==> src/stws_pkg.sv <==
`default_nettype none
// ----------------------------------------------------------------------------
// stws_pkg
// Shared constants and types of the sliding time-window statistics block.
// ----------------------------------------------------------------------------
package stws_pkg;

    localparam int NUM_FIELDS   = 8;
    localparam int RING_DEPTH   = 256;
    localparam int FIELD_W      = (NUM_FIELDS > 1) ? $clog2(NUM_FIELDS) : 1;
    localparam int PTR_W        = $clog2(RING_DEPTH);
    localparam int CNT_W        = $clog2(RING_DEPTH + 1);
    localparam int ADDR_W       = FIELD_W + PTR_W;
    localparam int MEM_DEPTH    = NUM_FIELDS * RING_DEPTH;
    localparam int WIN_W        = 12;
    localparam int VAL_W        = 32;
    localparam int TS_W         = 64;
    localparam int OUT_CNT_W    = 9;
    localparam int SUM_W        = VAL_W + CNT_W + 1;
    localparam logic [WIN_W-1:0] WINDOW_RESET = 12'd5;
    localparam logic [31:0]      NS_PER_SECOND = 32'd1000000000;

    typedef struct packed {
        logic [2:0]        field_index;
        logic signed [31:0] sample_value;
        logic [63:0]       timestamp_ns;
    } stws_in_t;

    typedef struct packed {
        logic signed [31:0] window_min;
        logic signed [31:0] window_max;
        logic signed [31:0] window_mean;
        logic signed [31:0] latest_value;
        logic [8:0]         entry_count;
        logic               ring_overflow;
    } stws_out_t;

    typedef struct packed {
        logic              start;
        logic [SUM_W-1:0]  dividend;
        logic [CNT_W-1:0]  divisor;
    } div_req_t;

    typedef struct packed {
        logic              done;
        logic [SUM_W-1:0]  quotient;
    } div_rsp_t;

    typedef enum logic [3:0] {
        ST_IDLE,
        ST_WRITE,
        ST_EXP_RD,
        ST_EXP_WAIT,
        ST_EXP_CHK,
        ST_SCAN_RD,
        ST_SCAN_ACC,
        ST_DIV,
        ST_OUT
    } stws_state_t;

endpackage
`default_nettype wire

==> src/stws_div.sv <==
`default_nettype none
// ----------------------------------------------------------------------------
// stws_div
// Restoring serial divider, one quotient bit per cycle, unsigned magnitudes.
// ----------------------------------------------------------------------------
module stws_div
(
    input  wire logic              clk,
    input  wire logic              rst_n,
    input  wire stws_pkg::div_req_t req,
    output stws_pkg::div_rsp_t     rsp
);
    import stws_pkg::*;

    localparam int BIT_W = $clog2(SUM_W + 1);

    logic [SUM_W-1:0] quo_reg;
    logic [SUM_W-1:0] quo_next;
    logic [CNT_W:0]   rem_reg;
    logic [CNT_W:0]   rem_next;
    logic [CNT_W-1:0] dvs_reg;
    logic [CNT_W-1:0] dvs_next;
    logic [BIT_W-1:0] bit_reg;
    logic [BIT_W-1:0] bit_next;
    logic             busy_reg;
    logic             busy_next;
    logic             done_reg;
    logic             done_next;
    logic [CNT_W:0]   trial;

    always_comb
    begin
        quo_next  = quo_reg;
        rem_next  = rem_reg;
        dvs_next  = dvs_reg;
        bit_next  = bit_reg;
        busy_next = busy_reg;
        done_next = 1'b0;
        trial     = '0;
        if (req.start)
        begin
            quo_next  = req.dividend;
            rem_next  = '0;
            dvs_next  = req.divisor;
            bit_next  = BIT_W'(SUM_W);
            busy_next = 1'b1;
        end
        else if (busy_reg)
        begin
            trial = {rem_reg[CNT_W-1:0], quo_reg[SUM_W-1]};
            if (trial >= {1'b0, dvs_reg})
            begin
                rem_next = trial - {1'b0, dvs_reg};
                quo_next = {quo_reg[SUM_W-2:0], 1'b1};
            end
            else
            begin
                rem_next = trial;
                quo_next = {quo_reg[SUM_W-2:0], 1'b0};
            end
            bit_next = bit_reg - 1'b1;
            if (bit_reg == BIT_W'(1))
            begin
                busy_next = 1'b0;
                done_next = 1'b1;
            end
        end
    end

    always_ff @(posedge clk or negedge rst_n)
    begin
        if (!rst_n)
        begin
            busy_reg <= 1'b0;
            done_reg <= 1'b0;
            bit_reg  <= '0;
        end
        else
        begin
            busy_reg <= busy_next;
            done_reg <= done_next;
            bit_reg  <= bit_next;
        end
    end

    always_ff @(posedge clk)
    begin
        quo_reg <= quo_next;
        rem_reg <= rem_next;
        dvs_reg <= dvs_next;
    end

    assign rsp.done     = done_reg;
    assign rsp.quotient = quo_reg;

endmodule
`default_nettype wire

==> config.mk <==
export PLATFORM = sky130hd
export DESIGN_NAME = stws_div
export DESIGN_NICKNAME = d
export VERILOG_FILES = /design/src/stws_pkg.sv /design/src/stws_div.sv
export SDC_FILE = /design/constraint.sdc
export NUM_CORES = 1
export LEC_CHECK = 0
export BUFFER_PORTS_ARGS = -buffer_cell sky130_fd_sc_hd__buf_2
export CAP_MARGIN = 20
export CORE_MARGIN = 2
export CORE_UTILIZATION = 53
export CTS_BUF_LIST = sky130_fd_sc_hd__clkbuf_4
export DETAILED_ROUTE_END_ITERATION = 10
export GPL_ROUTABILITY_DRIVEN = 0
export PLACE_DENSITY = 0.82
export SLEW_MARGIN = 30
export SYNTH_ARGS = -nofsm -noshare
export SYNTH_HDL_FRONTEND = slang
export SYNTH_SLANG_ARGS = --single-unit
==> constraint.sdc <==
create_clock -name clk -period 3.2 [get_ports clk]
set_input_delay 0.8 -clock clk [delete_from_list [all_inputs] [get_ports clk]]
set_output_delay 0.8 -clock clk [all_outputs]
set_load 0.005 [all_outputs]
==> results.sh <==
export IMPL_ant_nets=0
export IMPL_syn_to_final_growth_pct=19.66
export IMPL_grt_util_met1_pct=23.76
export IMPL_via_per_inst=5.306
export IMPL_clockBufferDepth=2
export IMPL_slew_headroom_pct=62.05
export IMPL_status="finished clean"
export IMPL_fp_dieW_um=82.71
export IMPL_cts_setup_buffers=0
export IMPL_htreeDepth=3
export IMPL_worstSetupEndpointType="flip-flop"
export IMPL_postSynthAreaPerCell_um2=13.79
export IMPL_synth_top_family_by_area="multiplexers"
export IMPL_drv_slew=0
export IMPL_ys_ff_latch=68
export IMPL_root_buffer="clkbuf_4"
export IMPL_startpoint_type="flip-flop"
export IMPL_fmax_ghz=0.3848
export IMPL_grt_pass1_vias=2161
export IMPL_use_met2_pct=31.13
export IMPL_finalCritPeriodShare_pct=81.21
export IMPL_wire_per_inst_um=15.29
export IMPL_cts_sinks=68
export IMPL_post_route_min_period_ns=2.599
export IMPL_route_vias_total=2218
export IMPL_synthSimpleGateAreaFrac_pct=5.869
export IMPL_insertion_delay_ns=0.40
export IMPL_fin_tns_setup_ns=0
export IMPL_comb_power_share_pct=33.2
export IMPL_placementRows=28
export IMPL_largest_reg_flops=42
export IMPL_irDropWorstVdd_mv=0.3687
export IMPL_dp_hpwl_um=4676
export IMPL_p_per_area_nw_per_um2=619.0
export IMPL_drtIter0Drc=100
export IMPL_dieArea_um2=6840
export IMPL_syn_area_um2=3283
export IMPL_grt_setup_unrepaired="false"
export IMPL_cts_tree="yes"
export IMPL_cts_hold_buf=0
export IMPL_die_h_um=82.71
export IMPL_initial_core_util_pct=55.13
export IMPL_coreArea_um2=5956
export IMPL_skew_ns=0.01048
export IMPL_post_cts_resized=0
export IMPL_tightestPinTransition_ns=0.5614
export IMPL_cts_made_buffers=9
export IMPL_totalWireLength_um=6392
export IMPL_drive_gt1_share_pct=46.94
export IMPL_worst_path_stages=10
export IMPL_cpPeakStageDelay_ns=0.43
export IMPL_intPower_uw=1640
export IMPL_busiest_layer="met2"
export IMPL_cp_top_family="compound AO/OA/AOI/OAI gates"
export IMPL_path_cells="inv_1 > ha_1 > inv_1 > fa_1 > a211oi_4 > o31ai_4 > a211oi_4 > buf_4 > mux2i_1 > o21ai_1"
export IMPL_required_ns=3.48
export IMPL_critical_path_class="reg -> reg"
export IMPL_hold_path_class="in -> async"
export IMPL_p_seq_share_pct=48.4
export IMPL_synth_fa_ha_area_share_pct=4.802
export IMPL_cp_buffers_inverters=3
export IMPL_p_leak_uw=0.001754
export IMPL_cap_violations=0
export IMPL_grt_usage_pct=19.86
export IMPL_syn_inst=238
export IMPL_synthMuxAreaShare_pct=15.63
export IMPL_final_hold_viol_count=0
export IMPL_reg2reg_depth=10
export IMPL_portBuffers=96
export IMPL_syn_nets=304
export IMPL_clockPowerShare_pct=18.4
export IMPL_fin_util_pct=65.97
export IMPL_diodes=0
export IMPL_cp_max_fo=9
export IMPL_clkTransAtPathRegs_ns=0.11
export IMPL_drc=0
export IMPL_grt_max_degree=43
export IMPL_met3_usage_pct=10.76
export IMPL_p_sw_uw=791.4
export IMPL_crit_slowest_cell="fa_1"
export IMPL_swShare_pct=32.54
export IMPL_grt_first_pass_wirelength_um=9839
export IMPL_fin_nets=404
export IMPL_ioPinCount=97
export IMPL_synth_distinct_cells=47
export IMPL_drt_first_pass_iters=4
export IMPL_fillerInstances=494
export IMPL_antenna_found_initial=0
export IMPL_synth_xor_area_share_pct=2.401
export IMPL_yosysWarnings=0
export IMPL_arrival_ns=2.88
export IMPL_synth_sequential_area_ratio_pct=58.23
export IMPL_grt_overflow=0
export IMPL_setup_viol=0
export IMPL_synth_compound_area_share_pct=9.184
## power groups by stage
stage	Clock (µW)	Combinational (µW)	Sequential [µW]
detailed placement	0	806	1190
global route	496	890	1190
floorplan	0	624	1180
global placement	0	782	1190
CTS	459	808	1180
finish	448	807	1180
## cells by family after synthesis
family / after synthesis
DFF: 68
muxes: 46
and+or+nand+nor: 39
AOI/OAI and AO/OA: 35
buffers and inverters: 29
adders and majority gates: 12
xor gates and xnor gates: 9
## final timing paths
check                             from          to  slack (ns)
max                        quo_reg[41]  rem_reg[2]        0.60
min                              rst_n    done_reg        0.22
max reg2reg                quo_reg[41]  rem_reg[2]        0.60
min reg2reg                 rem_reg[8]  rem_reg[8]        0.48
max in group asynchronous        rst_n  bit_reg[0]        2.81
min in group clk            rem_reg[8]  rem_reg[8]        0.48
## worst reg2reg max path, stage by stage, from the launching register on
cell	delay, ns
edfxtp_1	0.42
inv_1	0.08
ha_1	0.16
inv_1	0.06
fa_1	0.43
a211oi_4	0.29
o31ai_4	0.13
a211oi_4	0.39
buf_4	0.24
mux2i_1	0.21
o21ai_1	0.09
## through the flow
step | total power, µW | worst slack, ns | cells | instance area [µm²] | hold slack (ns)
after global placement | 1975 | 0.6669 | 402 | 3827 | 0.4537
after CTS | 2444 | 0.5950 | 418 | 3929 | 0.1986
final | 2432 | 0.6014 | 418 | 3929 | 0.2192
after detailed placement | 2000 | 0.6056 | 402 | 3827 | 0.4607
after floorplan | 1807 | 0.6633 | 238 | 3283 | 0.4263
after global routing | 2579 | 0.3977 | 418 | 3929 | 0.1796
## layout make-up
cell class | count | area, µm² | share of cell area (%)
flip-flops and latches | 68 | 1912 | 48.66
multi-input cells | 141 | 1244 | 31.66
repair buffers | 100 | 510.5 | 12.99
well taps | 75 | 93.84 | 2.389
clock buffers | 9 | 67.56 | 1.720
inverters | 18 | 67.56 | 1.720
clock inverters | 7 | 33.78 | 0.8599
## layout by cell type, fill, tap and decap left out, drive strengths merged, types with 2 or more instances in the layout
cell type  instances
xor2               3
xnor2              6
nand2b             3
a211o              2
ha                11
a311oi             2
nor3               2
mux2i              4
a32oi              2
nor2              15
inv               18
o21bai             2
edfxtp            51
clkbuf             9
dfrtp              8
a211oi             5
clkinv             6
a21oi              5
dfxtp              9
o31ai              4
buf              100
o21ai              4
and3               2
nor2b              2
mux2              42
nand2              7
a31oi              2
nand4              2
a21o               3
## cells in the mapped netlist, drive strengths merged
| master | count | area share, % |
|---|---|---|
| a211o | 2 | 0.53 |
| a211oi | 5 | 2.1 |
| a21o | 3 | 0.69 |
| a21oi | 5 | 0.88 |
| a311o | 1 | 0.30 |
| a311oi | 2 | 0.53 |
| a31oi | 2 | 0.38 |
| a32oi | 2 | 0.53 |
| and2 | 1 | 0.19 |
| and3 | 2 | 0.38 |
| and4b | 1 | 0.30 |
| buf | 8 | 1.5 |
| clkbuf | 3 | 0.34 |
| dfrtp | 8 | 6.1 |
| dfxtp | 9 | 5.5 |
| edfxtp | 51 | 47 |
| fa | 1 | 0.61 |
| ha | 11 | 4.2 |
| inv | 18 | 2.1 |
| mux2 | 42 | 14 |
| mux2i | 4 | 1.2 |
| nand2 | 7 | 0.80 |
| nand2b | 3 | 0.57 |
| nand3 | 1 | 0.15 |
| nand4 | 2 | 0.38 |
| nor2 | 15 | 1.7 |
| nor2b | 2 | 0.38 |
| nor3 | 2 | 0.30 |
| nor3b | 1 | 0.23 |
| nor4b | 1 | 0.27 |
| o2111a | 1 | 0.34 |
| o2111ai | 1 | 0.27 |
| o21ai | 4 | 0.61 |
| o21bai | 2 | 0.46 |
| o31a | 1 | 0.27 |
| o31ai | 4 | 1.3 |
| or2 | 1 | 0.19 |
| xnor2 | 6 | 1.6 |
| xor2 | 3 | 0.80 |
## per-layer routing
layer / share of wire, % / up-vias / routed length, µm
li1: - / 1085 / -
met2: 48 / 72 / 3077
met5: 0 / - / 0
met4: 1.1 / 0 / 71
met3: 8.3 / 7 / 529
met1: 42 / 1054 / 2713
Power figures use the tool's default switching activity.
